<file path="config.mk">
export PLATFORM = sky130hd
export DESIGN_NAME = ebpfpf_word_check
export DESIGN_NICKNAME = d
export VERILOG_FILES = /design/src/ebpfpf_pkg.sv /design/src/ebpfpf_word_check.sv
export SDC_FILE = /design/constraint.sdc
export NUM_CORES = 1
export LEC_CHECK = 0
export BUFFER_PORTS_ARGS = -buffer_cell sky130_fd_sc_hd__buf_2
export CORE_MARGIN = 4
export CORE_UTILIZATION = 40
export DETAILED_ROUTE_END_ITERATION = 8
export PLACE_DENSITY = 0.81
export SLEW_MARGIN = 15
export SYNTH_ARGS = -nofsm -noshare
export SYNTH_HDL_FRONTEND = slang
export SYNTH_SLANG_ARGS = --single-unit
</file>
<file path="constraint.sdc">
create_clock -name vclk -period 4.6
set_input_delay 0.92 -clock vclk [all_inputs]
set_output_delay 0.92 -clock vclk [all_outputs]
set_load 0.1 [all_outputs]
</file>
<file path="src/ebpfpf_pkg.sv">
package ebpfpf_pkg;

    // Default program capacity in instruction words
    localparam int unsigned DEF_MAX_INSTRUCTIONS = 4096;

    // Helper ids 0 .. HELPER_ID_COUNT-1 can be registered (at most 64)
    localparam int unsigned HELPER_ID_COUNT = 64;

    // Configuration port geometry and register indexes
    localparam int unsigned CFG_ADDR_W = 2;
    localparam int unsigned CFG_DATA_W = 64;

    localparam logic [CFG_ADDR_W-1:0] CFG_PROGRAM_LENGTH = 2'd0;
    localparam logic [CFG_ADDR_W-1:0] CFG_ALLOW_NO_RETURN = 2'd1;
    localparam logic [CFG_ADDR_W-1:0] CFG_HELPER_MASK = 2'd2;

    // Opcode decoding
    localparam logic [7:0] CLASS_MASK = 8'h07;
    localparam logic [7:0] CLASS_BRANCH = 8'h05;
    localparam logic [7:0] OP_WIDE_LOAD = 8'h18;
    localparam logic [7:0] OP_CALL = 8'h85;
    localparam logic [7:0] OP_EXIT = 8'h95;
    localparam logic [3:0] REG_LIMIT = 4'd11;

    localparam int unsigned S_TDATA_W = 64;
    localparam int unsigned M_TDATA_W = 8;
    localparam int unsigned STATUS_W = 3;

    typedef enum logic [STATUS_W-1:0] {
        ST_OK = 3'd0,
        ST_LEN = 3'd1,
        ST_REG = 3'd2,
        ST_JUMP = 3'd3,
        ST_CALL = 3'd4,
        ST_NORET = 3'd5
    } status_t;

    // One instruction word, opcode in the lowest bits
    typedef struct packed {
        logic [31:0] immediate_value;
        logic [15:0] jump_offset;
        logic [3:0]  source_reg;
        logic [3:0]  dest_reg;
        logic [7:0]  opcode;
    } insn_t;

    // Per-program control state carried between words
    typedef struct packed {
        logic    skip_next_word;
        status_t first_error;
    } ctl_t;

    // Configuration seen by the word checker
    typedef struct packed {
        logic [15:0] program_length_bytes;
        logic        allow_no_return;
        logic [63:0] helper_allow_mask;
    } cfg_t;

endpackage

</file>
<file path="src/ebpfpf_word_check.sv">
module ebpfpf_word_check
    import ebpfpf_pkg::*;
#(
    parameter int unsigned MAX_INSTRUCTIONS = DEF_MAX_INSTRUCTIONS,
    localparam int unsigned IDX_W = $clog2(MAX_INSTRUCTIONS + 1)
) (
    input  insn_t            insn,
    input  logic             last_word,
    input  cfg_t             cfg,
    input  ctl_t             ctl,
    input  logic [IDX_W-1:0] word_index,
    output ctl_t             ctl_next,
    output logic [IDX_W-1:0] word_index_next,
    output status_t          status
);

    localparam int unsigned MAX_BYTES = MAX_INSTRUCTIONS * 8;
    localparam int unsigned TGT_W = ((IDX_W > 16) ? IDX_W : 16) + 2;
    localparam int unsigned CNT_W = 13;

    logic [CNT_W-1:0]        count;
    logic                    length_bad;
    logic signed [TGT_W-1:0] target;
    logic [TGT_W-1:0]        count_ext;
    logic [TGT_W-1:0]        index_ext;
    logic                    jump_bad;
    logic                    call_bad;
    logic                    reg_bad;

    assign count = cfg.program_length_bytes[15:3];
    assign count_ext = {{(TGT_W - CNT_W){1'b0}}, count};
    assign index_ext = {{(TGT_W - IDX_W){1'b0}}, word_index};

    assign length_bad = (cfg.program_length_bytes == 16'd0)
                     || (cfg.program_length_bytes[2:0] != 3'd0)
                     || ({16'd0, cfg.program_length_bytes} > 32'(MAX_BYTES));

    assign target = $signed(index_ext)
                  + $signed({{(TGT_W - 16){insn.jump_offset[15]}}, insn.jump_offset});
    assign jump_bad = target[TGT_W-1] || (unsigned'(target) >= count_ext);

    assign call_bad = insn.immediate_value[31]
                   || (insn.immediate_value[30:0] >= 31'(HELPER_ID_COUNT))
                   || !cfg.helper_allow_mask[insn.immediate_value[5:0]];

    assign reg_bad = (insn.dest_reg >= REG_LIMIT) || (insn.source_reg >= REG_LIMIT);

    always_comb begin
        status_t fe;
        logic    skip;

        fe = ctl.first_error;
        skip = ctl.skip_next_word;

        if (length_bad && fe == ST_OK) begin
            fe = ST_LEN;
        end

        if (ctl.skip_next_word) begin
            skip = 1'b0;
        end else if (reg_bad) begin
            if (fe == ST_OK) fe = ST_REG;
        end else if (insn.opcode == OP_WIDE_LOAD) begin
            skip = 1'b1;
        end else begin
            if ((insn.opcode & CLASS_MASK) == CLASS_BRANCH && jump_bad && fe == ST_OK) begin
                fe = ST_JUMP;
            end
            if (insn.opcode == OP_CALL && call_bad && fe == ST_OK) begin
                fe = ST_CALL;
            end
        end

        if (last_word) begin
            if ((count == '0 || index_ext != count_ext - TGT_W'(1)) && fe == ST_OK) begin
                fe = ST_LEN;
            end
            if (insn.opcode != OP_EXIT && !cfg.allow_no_return && fe == ST_OK) begin
                fe = ST_NORET;
            end
            status = fe;
            ctl_next.skip_next_word = 1'b0;
            ctl_next.first_error = ST_OK;
            word_index_next = '0;
        end else begin
            status = fe;
            ctl_next.skip_next_word = skip;
            ctl_next.first_error = fe;
            // saturate at the program capacity
            if (word_index < IDX_W'(MAX_INSTRUCTIONS)) begin
                word_index_next = word_index + IDX_W'(1);
            end else begin
                word_index_next = word_index;
            end
        end
    end

endmodule

</file>
# Yosys cells after proc, flatten, opt, wreduce, memory -nomap -nowiden
# Index checks and enable logic that the tools add are counted.
[classes]
n_mux = 22
eq_ne = 5
n_reduce_logical = 25
magnitude_cmp = 7
addsub = 3
[op_table]
columns = ["op", "n"]
rows = [
  ["3-bit 2-to-1 mux", 14],
  ["31-bit by 7-bit >= comparator with 1-bit output, second input constant", 1],
  ["13-bit 2-to-1 mux", 2],
  ["18-bit by 13-bit >= comparator with 1-bit output", 1],
  ["13-bit by 18-bit inequality test with 1-bit output", 1],
  ["14-bit by 16-bit adder with 17-bit output", 1],
  ["16-bit > comparator, second input constant", 1],
  ["16-bit logical NOT", 1],
  ["3-bit logical NOT", 5],
  ["13-bit by 1-bit subtractor with 14-bit output, second input constant", 1],
  ["13-bit by 1-bit adder with 13-bit output, second input constant", 1],
  ["13-bit logical NOT", 1],
  ["13-bit less-than comparator, second input constant", 1],
  ["8-bit by 5-bit == test with 1-bit output, second input constant", 1],
  ["8-bit == test, second input constant", 1],
  ["4-bit >= comparator, second input constant", 2],
  ["1-bit logical AND", 8],
  ["8-bit inequality test, second input constant", 1],
  ["1-bit logical OR", 7],
  ["6-bit by 7-bit less-than comparator with 1-bit output, second input constant", 1],
  ["1-bit binary-select mux with 6-bit select", 1],
  ["1-bit 2-to-1 mux", 4],
  ["4-bit 2-to-1 mux", 1],
  ["3-bit == test, second input constant", 1],
  ["2 further kinds", 3],
]
[word_totals]
regBits = 0

# Logic depth before layout (Yosys ltp)
# Gate-level depths: netlist of the first run.
[depth]
depth_word = 25
ltp_mapped = 18
depth_no_buf = 18

# Least setup slack after synthesis of the first run
# Ideal clock, no wire load.
[synth_path]
path_type = "in2out"
start = "input insn[16] (netlist name)"
end = "output status[0]"
path_stages = 18
arrival_time_ns = 7.605
setup_slack_ns = -3.925
required_time_ns = 3.680
cell_sequence = "ha_1 > inv_1 > fa_1 > nor2b_1 > o2111ai_1 > and3_1 > o21bai_1 > a21oi_1 > xnor2_1 > ha_1 > a211o_1 > a21oi_1 > o21a_1 > o21ai_0 > a31oi_1 > o21a_1 > o21ai_1 > o41ai_1"
[synth_between]
elab_chain_cells = 23
[synth_rtl]
columns = ["element", "line_no", "rtl"]
rows = [
  ["from (decl)", "ebpfpf_word_check.sv:7", "input insn_t insn,"],
  ["14-bit by 16-bit adder with 17-bit output *", "ebpfpf_word_check.sv:39", "+ $signed({{(TGT_W - 16){insn.jump_offset[15]}}, insn.jump_offset});"],
  ["18-bit by 13-bit >= comparator with 1-bit output", "ebpfpf_word_check.sv:40", "assign jump_bad = target[TGT_W-1] || (unsigned'(target) >= count_ext);"],
  ["1-bit logical OR *", "ebpfpf_word_check.sv:40", ""],
  ["1-bit logical AND * (2 in series)", "ebpfpf_word_check.sv:66", "if ((insn.opcode & CLASS_MASK) == CLASS_BRANCH && jump_bad && fe == ST_OK) begin"],
  ["3-bit 2-to-1 mux *", "ebpfpf_word_check.sv:66", ""],
  ["3-bit 2-to-1 mux *", "ebpfpf_word_check.sv:63", "end else if (insn.opcode == OP_WIDE_LOAD) begin"],
  ["3-bit 2-to-1 mux *", "ebpfpf_word_check.sv:61", "end else if (reg_bad) begin"],
  ["3-bit 2-to-1 mux *", "ebpfpf_word_check.sv:59", "if (ctl.skip_next_word) begin"],
  ["(+6 left out)", "n/a", ""],
  ["3-bit logical NOT", "ebpfpf_word_check.sv:75", "if ((count == '0 || index_ext != count_ext - TGT_W'(1)) && fe == ST_OK) begin"],
  ["1-bit logical AND", "ebpfpf_word_check.sv:75", ""],
  ["3-bit 2-to-1 mux", "ebpfpf_word_check.sv:75", ""],
  ["3-bit 2-to-1 mux", "ebpfpf_word_check.sv:74", "if (last_word) begin"],
  ["3-bit logical NOT", "ebpfpf_word_check.sv:78", "if (insn.opcode != OP_EXIT && !cfg.allow_no_return && fe == ST_OK) begin"],
  ["1-bit logical AND", "ebpfpf_word_check.sv:78", ""],
  ["3-bit 2-to-1 mux", "ebpfpf_word_check.sv:78", ""],
  ["3-bit 2-to-1 mux *", "ebpfpf_word_check.sv:74", ""],
  ["to (decl)", "ebpfpf_word_check.sv:14", "output status_t status"],
]
# Every way passes the cells marked *; elsewhere a longest branch is shown, timed or not. The select of a mux whose other input is x is not followed.

# Worst setup path in the final report of the first run
[layout_path]
start = "input word_index[0]"
end = "output status[2]"
[layout_between]
elab_chain_cells = 23
word_cells_on_any_way = 25
[layout_rtl]
columns = ["element", "line_no", "rtl"]
rows = [
  ["from (decl)", "ebpfpf_word_check.sv:11", "input logic [IDX_W-1:0] word_index,"],
  ["14-bit by 16-bit adder with 17-bit output", "ebpfpf_word_check.sv:39", ""],
  ["18-bit by 13-bit >= comparator with 1-bit output", "ebpfpf_word_check.sv:40", ""],
  ["1-bit logical OR", "ebpfpf_word_check.sv:40", ""],
  ["1-bit logical AND (2 in series)", "ebpfpf_word_check.sv:66", ""],
  ["3-bit 2-to-1 mux", "ebpfpf_word_check.sv:66", ""],
  ["3-bit 2-to-1 mux", "ebpfpf_word_check.sv:63", ""],
  ["3-bit 2-to-1 mux", "ebpfpf_word_check.sv:61", ""],
  ["3-bit 2-to-1 mux", "ebpfpf_word_check.sv:59", ""],
  ["(+6 left out)", "n/a", ""],
  ["3-bit logical NOT", "ebpfpf_word_check.sv:75", ""],
  ["1-bit logical AND", "ebpfpf_word_check.sv:75", ""],
  ["3-bit 2-to-1 mux", "ebpfpf_word_check.sv:75", ""],
  ["3-bit 2-to-1 mux", "ebpfpf_word_check.sv:74", ""],
  ["3-bit logical NOT", "ebpfpf_word_check.sv:78", ""],
  ["1-bit logical AND", "ebpfpf_word_check.sv:78", ""],
  ["3-bit 2-to-1 mux", "ebpfpf_word_check.sv:78", ""],
  ["3-bit 2-to-1 mux *", "ebpfpf_word_check.sv:74", ""],
]
# Marks and branches as above.

==> out/qor.csv, run 1 <==
metric;value;unit
wire_per_inst;17.48;µm
hold_path_class;in2out;
grt_pass1_wl;16680;µm
core-area;6386;µm²
drc_errors;0;
final_nets;769;
required;3680;ps
switching_share;53.65;%
seq_cell_count;0;
netlist.top_cell.by_area;mux4_2;
combPwrFrac;100.0;%
vias;3787;
final_cell_area;4287;µm²
syn_area_per_cell;7.561;µm²
crit_arrival;4380;ps
seq_area;0;µm²
final_common_cell;buf_2;
cp-start-kind;primary input;
slew_headroom;63.13;%
dp.cells;642;
power_density;130.4;nW/µm²
p_leak;2.104;nW
power.internal;0.0002590;W
path_max_fanout;2;
clock_buffers;0;
synthToLayoutAreaGrowth;62.91;%
place.gp.congestion;0.8754;
drt_first_pass_iters;5;
vdd_ir_drop_max;0.09899;mV
final.min_clock_period;5299;ps
clockPowerShare;0;%
fmax;188.7;MHz
setup_violations;6;
post-place-ws;-727.2;ps
antenna_found_initial;0;
seqPwrFrac;0;%
drt_wl_total;11400;µm
syn-num-nets;540;
diodes;0;
maxCapViolCount;0;
drt_iter0_drc;193;
die_area;7940;µm²
dp_hpwl;9602;µm
drive_gt1_share;50.61;%
critPathKind;in2out;
hold_viol;0;
track_usage;25.99;%
ys_warn_count;0;
endpoint_kind;primary output;
yosysTopAreaCellShare;15.41;%
maxSlewViolCount;0;
grt_max_degree;19;
rsz0062_at_grt;yes;
synth_seq_area_share;0;%
grt_pass1_vias;3695;
viasPerCell;5.808;
switching_power;0.0002998;W
syn-instance-count;348;
stdcell_count;652;
fp.dieH;89.11;µm
num_io_pins;183;
grt-ovfl-total;0;
dieWidth;89.11;µm
io_buffer_count;183;
ys_types;59;
ant_nets;0;
ctsHoldBuffers;0;
start_util;41.20;%
final_cell_mix;175 x buf_2, 57 x buf_4, 31 x nor2_1;
finalCritPeriodShare;115.2;%
postPlaceCellArea;4084;µm²
syn_area;2631;µm²
outcome;finished, violations left;
rows;29;
worstMarginPinSlew;539.2;ps
fin_ws;-699.2;ps
ys_top_cells_by_area;mux4_2 15%, ha_1 13%, xor2_1 6.7%;
violations;negative setup slack;
==> layer usage <==
metal	vias up	wire length [µm]	GRT usage, %
li1	1781	-	-
met1	1731	4470	33.44
met2	218	5555	44.27
met3	57	904	3.687
met4	0	470	9.066
met5	-	0	0
==> repair_timing <==
action | in CTS | in global routing
hold endpoints to repair | 0 | 0
pin swaps | 16 | 8
gates resized for setup | 27 | 6
setup endpoints to repair | 6 | 6
cloned | 0 | 0
setup buffers | 7 | 3
==> synth_stat cells, drive strengths merged, types with 2 or more instances <==
cell and count:
and4 3, or2 3, a41oi 2, nand2b 5, buf 4, nor4b 2
nor3b 2, o21ai 11, and3 7, nand3 7, nand2 23, a31o 3
o211ai 3, and2 3, nand4 8, o2111ai 2, or3 4, mux4 18
a2111oi 3, o21a 6, nand4b 2, o21bai 3, or4 3, inv 27
nor3 12, a21o 6, ha 28, a311oi 2, xor2 20, a21oi 19
a31oi 5, nor4 13, xnor2 19, mux2i 4, o22ai 2, clkbuf 11
nor2b 2, a211oi 4, nor2 33
==> critical path, cell delays in order <==
cell and delay (ps):
buf_8 80, ha_4 140, inv_2 40, fa_2 370, nor2b_4 150, o2111ai_2 140
and3_1 200, o21bai_1 120, a21oi_1 90, xnor2_1 160, ha_1 270, a211o_1 260
a21oi_1 120, o21a_1 150, o21ai_2 70, a31oi_1 220, o21a_1 220, buf_4 130
o211a_1 140, a41o_4 230, buf_12 170
==> power groups by stage <==
| stage | Sequential, W | Combinational (W) | Clock (W) |
|---|---|---|---|
| 6_report | 0 | 0.000559 | 0 |
| 3_3_place_gp | 0 | 0.000488 | 0 |
| 5_1_grt | 0 | 0.000599 | 0 |
| 2_1_floorplan | 0 | 0.000312 | 0 |
| 4_1_cts | 0 | 0.000535 | 0 |
| 3_5_place_dp | 0 | 0.000506 | 0 |
==> cell families after synthesis <==
| kind of cell | count (synthesis) | share of synthesized area (%) |
|---|---|---|
| muxes | 23 | 17.36 |
| buffers and inverters | 42 | 6.609 |
| AOI/OAI and AO/OA | 82 | 21.73 |
| adders and majority gates | 29 | 14.08 |
| and+or+nand+nor | 133 | 27.25 |
| xor gates and xnor gates | 39 | 12.98 |
==> worst paths after layout <==
check / start / to / slack [ps] / depth (start not counted)
setup / recovery: word_index[0] / status[2] / -700 / 21
hold / removal: ctl[3] / ctl_next[3] / 2330 / 3
==> cell type report <==
| class | count | area (µm²) |
|---|---|---|
| tap | 77 | 96.34 |
| inverter | 27 | 101.3 |
| fill | 523 | 2100 |
| timing repair buffer | 242 | 1473 |
| multi-input combinational | 306 | 2616 |
==> per-stage QoR <==
stage | util, % | hold slack (ps) | total power (W) | TNS [ps]
2_1_floorplan | - | 2145 | 0.0003120 | -3261
3_3_place_gp | 63.95 | 2296 | 0.0004879 | -3197
3_5_place_dp | 63.95 | 2300 | 0.0005059 | -3741
4_1_cts | 66.40 | 2300 | 0.0005347 | -2833
5_1_grt | 67.12 | 2322 | 0.0005987 | -4395
6_report | 67.12 | 2327 | 0.0005589 | -3569
Power figures use the tool's default switching activity.
==> inputs of run 2 (changes only) <==
Settings changed: CORE_UTILIZATION 40 to 30, PLACE_DENSITY 0.81 to 0.65.
==> out/qor.csv, run 2 (synthesis results as in run 1) <==
metric;value;unit;change
synthToLayoutAreaGrowth;64.10;%;
final_cell_area;4318;µm²;+0.73%
crit_arrival;4380;ps;about the same
drt_first_pass_iters;4;;-1
cp-start-kind;primary input;;
violations;negative setup slack;;
maxSlewViolCount;0;;unchanged
viasPerCell;5.312;;-8.5%
worstMarginPinSlew;900.6;ps;+361.5 ps
io_buffer_count;183;;unchanged
grt_pass1_vias;3757;;+1.7%
core-area;8382;µm²;+31%
rows;33;;+14%
endpoint_kind;primary output;;
min_from;ctl[3];;
setup_violations;6;;unchanged
place.gp.congestion;0.8490;;-3.0%
seq_cell_count;0;;unchanged
hold_viol;0;;unchanged
path_max_fanout;3;;+1
clock_buffers;0;;unchanged
fin_ws;-696.8;ps;+2.413 ps
outcome;finished, violations left;;
rsz0062_at_grt;yes;;
slew_headroom;38.40;%;-25 points
fmax;188.8;MHz;about the same
grt_max_degree;19;;unchanged
final_common_cell;buf_2;;
ctsHoldBuffers;0;;unchanged
die_area;10330;µm²;+30%
drt_wl_total;10810;µm;-5.2%
wire_per_inst;15.92;µm;-8.9%
holdWs;2291;ps;-35.79 ps
finalSetupTns;-3285;ps;+284.4 ps
critPathKind;in2out;;
diodes;0;;unchanged
finalCritPeriodShare;115.1;%;about the same
drc_errors;0;;unchanged
crit_start;insn[16];;
grt-ovfl-total;0;;unchanged
dp_hpwl;9515;µm;-0.91%
vias;3607;;-4.8%
vdd_ir_drop_max;0.05851;mV;-41%
drive_gt1_share;51.57;%;+0.96 points
dieWidth;101.7;µm;+14%
final_nets;768;;-0.13%
power_density;127.6;nW/µm²;-2.1%
postPlaceCellArea;4134;µm²;+1.2%
antenna_found_initial;0;;unchanged
ant_nets;0;;unchanged
track_usage;19.57;%;-6.4 points
maxCapViolCount;0;;unchanged
start_util;31.39;%;-9.8 points
grt_pass1_wl;16970;µm;+1.7%
p_leak;2.097;nW;-0.35%
fp.dieH;101.7;µm;+14%
num_io_pins;183;;unchanged
final_cell_mix;175 x buf_2, 58 x buf_4, 31 x nor2_1;;
seq_area;0;µm²;unchanged
required;3680;ps;about the same
drt_iter0_drc;68;;-65%
hold_path_class;in2out;;
final.min_clock_period;5297;ps;-2.413 ps
[run 2: cell type report]
type                       instances  area (µm²)
inverter                          27       101.3
timing repair buffer             241        1454
tap                              105       131.4
multi-input combinational        306        2631
fill                             809        4064
[run 2: path summary, 6_finish.rpt]
kind,to,cells after the start
setup / recovery,status[0],20
hold / removal,ctl_next[3],3
[run 2: routing by layer]
metal / wire [µm] / part of all wire (%) / vias to the layer above / track usage, %
met5: 0 / 0 / - / 0
met4: 165 / 1.5 / 0 / 3.476
met3: 543 / 5.0 / 14 / 1.653
met2: 5717 / 53 / 114 / 36.17
met1: 4385 / 41 / 1690 / 24.89
li1: - / - / 1789 / -
[run 2: timing repair]
action / CTS / global route
cloned: 0 / 0
endpoints found under the setup margin: 6 / 6
setup buffers: 2 / 5
resized for setup: 16 / 17
pin swaps: 9 / 14
[run 2: report_power, final]
| group | internal (W) | leakage (nW) | switching (W) |
|---|---|---|---|
| clock network | 0 | 0 | 0 |
| logic | 0.000262 | 2.10 | 0.000289 |
| registers | 0 | 0 | 0 |
[run 2: critical path, stage by stage]
cell       delay, ps
buf_6             70
ha_4             130
inv_2             30
fa_2             360
nor2b_4          140
o2111ai_2        150
and3_4           200
o21bai_1         150
a21oi_2           70
xnor2_1          120
ha_1             290
a211o_1          270
a21oi_2          100
o21a_1           140
o21ai_2           70
a31oi_1          210
o21a_1           240
o21ai_4           90
o41ai_4          390
buf_12           220
[run 2: metrics by stage]
stage / setup slack, ps / util, % / total power (W) / std cells
floorplan: -1163 / - / 0.0003120 / 348
global placement: -670.4 / 49.32 / 0.0004993 / 672
detailed placement: -734.4 / 49.32 / 0.0005076 / 672
CTS: -647.8 / 50.31 / 0.0005227 / 674
global route: -897.7 / 51.52 / 0.0006008 / 679
finish: -696.8 / 51.52 / 0.0005509 / 679
==> inputs of run 3 (changes only) <==
--- a/config.mk
+++ b/config.mk
@@ -7,2 +7,3 @@
 export LEC_CHECK = 0
+export ABC_AREA = 1
 export BUFFER_PORTS_ARGS = -buffer_cell sky130_fd_sc_hd__buf_2
@@ -11,3 +12,3 @@
 export DETAILED_ROUTE_END_ITERATION = 8
-export PLACE_DENSITY = 0.65
+export PLACE_DENSITY = 0.62
 export SLEW_MARGIN = 15
@@ -16 +17,2 @@
 export SYNTH_SLANG_ARGS = --single-unit
+export TNS_END_PERCENT = 50
==> constraint.sdc (replaced) <==
create_clock -name vclk -period 4.6
set_input_delay 0 -clock vclk [all_inputs]
set_output_delay 0 -clock vclk [all_outputs]
set_load 0.1 [all_outputs]
==> out/qor.csv, run 3 <==
metric;value;unit;change
stdcell_count;927;;+37%
core-area;9955;µm²;+19%
die_area;12110;µm²;+17%
cp-start-kind;primary input;;
synth_seq_area_share;0;%;unchanged
wire_per_inst;11.97;µm;-25%
drc_errors;0;;unchanged
worstMarginPinSlew;519.9;ps;-380.8 ps
place.gp.congestion;0.8867;;+4.4%
yosysTopAreaCellShare;24.03;%;+8.6 points
final.fill_count;1196;;+48%
final_cell_mix;200 x nand2_1, 183 x buf_2, 117 x inv_1;;
holdWs;556.1;ps;-1735 ps
diodes;0;;unchanged
drt-met1-wl;4360;µm;-0.57%
ctsHoldBuffers;0;;unchanged
seq_area;0;µm²;unchanged
slew_headroom;65.58;%;+27 points
wl_met3;959;µm;+77%
crit_arrival;3380;ps;-1000 ps
ys_top_cells_by_area;nand2_1 24%, inv_1 14%, nand3_1 13%;;
crit_path_max_incr_delay;410;ps;+20 ps
power;0.0004821;W;-12%
drt_wl_total;11100;µm;+2.6%
ctsResizeCount;0;;-16
grt_pass1_vias;4006;;+6.6%
synth_most_common_cell;nand2_1;;
drt_iter0_drc;197;;+190%
top_layer;met4;;
grt-ovfl-total;0;;unchanged
grt_pass1_wl;16870;µm;-0.57%
multi_input_area;2581;µm²;-1.9%
dp.cells;927;;+38%
final.min_clock_period;3380;ps;-1917 ps
num_io_pins;183;;unchanged
netlist.top_cell.by_area;nand2_1;;
critPathKind;in2out;;
vias;4244;;+18%
grt_max_degree;37;;+18
post-route-util;41.63;%;-9.9 points
antenna_found_initial;0;;unchanged
final_nets;988;;+29%
dieWidth;110.1;µm;+8.3%
setup_violations;0;;-6
rsz0062_at_grt;no;;
ys_warn_count;0;;unchanged
p_leak;2.622;nW;+25%
syn_area;3124;µm²;+19%
hold_viol;0;;unchanged
worstHoldPathCells;5;;+2
io_buffer_count;183;;unchanged
fmax;295.9;MHz;+57%
drive_gt1_share;27.20;%;-24 points
critPathTopFamily;simple AND/OR/NAND/NOR gates;;
syn_area_per_cell;5.031;µm²;-33%
endpoint_kind;primary output;;
clock_buffers;0;;unchanged
syn-num-nets;813;;+51%
required;4600;ps;+920 ps
dr_wl_met2;5516;µm;-3.5%
cpMostUsedCell;nand2_1;;
vdd_ir_drop_max;0.06097;mV;+4.2%
min_from;insn[1];;
ys_types;36;;-39%
start_util;31.39;%;about the same
track_usage;17.02;%;-2.6 points
path_max_fanout;5;;+2
final_common_cell;nand2_1;;
rows;36;;+9.1%
fp.dieH;110.1;µm;+8.3%
cts_setup_buffers;0;;-2
finalCritPeriodShare;73.47;%;-42 points
power_density;116.3;nW/µm²;-8.8%
path_buf_inv;4;;+1
syn-instance-count;621;;+78%
min_to;ctl_next[3];;
seq_cell_count;0;;unchanged
yosys-top-cells-count;200 x nand2_1, 117 x inv_1, 79 x nand3_1, 51 x nor2_1, 28 x ha_1;;
ant_nets;0;;unchanged
cp_slowest_cell;buf_2;;
outcome;complete, no violations;;
hold_path_class;in2out;;
viasPerCell;4.578;;-14%
finalSetupTns;0;ps;+3285 ps
drt_first_pass_iters;4;;unchanged
dp_hpwl;9968;µm;+4.8%
maxCapViolCount;0;;unchanged
maxSlewViolCount;0;;unchanged
synthToLayoutAreaGrowth;32.64;%;
[run 3: cell types whose count changed after synthesis, moves of 8 or more]
cell,change
nand2_1,+177
mux4_2,-18
inv_1,+90
nand3_1,+72
nor2_1,+18
inv_2,+9
clkbuf_1,-9
xnor2_1,-8
[run 3: area by class of cell]
class	count	area share, %
inverter	126	11.41
timing repair buffer	184	22.28
tap	133	4.016
multi-input combinational	484	62.29
[run 3: tightest hold or removal path: stages]
cell and delay (ps):
buf_2 90, nor4_1 40, nand4_1 90, nor3_1 50, buf_2 280
[run 3: worst max path at each step]
stage | startpoint | endpoint | slack [ps] | depth (start not counted)
detailed placement | word_index[0] | status[2] | 1180 | 30
CTS | word_index[0] | status[2] | 1180 | 30
finish | word_index[0] | status[2] | 1220 | 30
global placement | word_index[0] | status[2] | 1250 | 30
floorplan | insn[16] | ctl_next[0] | 1090 | 26
global route | word_index[0] | status[2] | 710 | 30
[run 3: power by group]
group / switching (W) / internal, W / leakage [nW]
logic: 0.000308 / 0.000175 / 2.62
clock network: 0 / 0 / 0
registers: 0 / 0 / 0
[run 3: per-layer routing]
metal	up-vias	GRT usage (%)
li1	2294	-
met1	1777	18.81
met2	158	34.75
met3	15	1.223
met5	-	0
met4	0	3.562
[run 3: kinds of logic (layout without fill, tap and decap cells)]
logic type	after synthesis	after routing	synth area share, %
AO/OA/AOI/OAI	42	42	7.850
AND/OR/NAND/NOR	383	383	54.51
adder cells (fa/ha/maj)	29	29	11.85
XOR/XNOR	30	30	8.410
buffers and inverters	137	310	17.38
[run 3: through the flow]
step / worst slack (ps) / instance area [µm²]
3_3_place_gp: 1246 / 4144
4_1_cts: 1182 / 4144
3_5_place_dp: 1182 / 4144
5_1_grt: 708.8 / 4144
6_report: 1220 / 4144
2_1_floorplan: 1086 / 3124
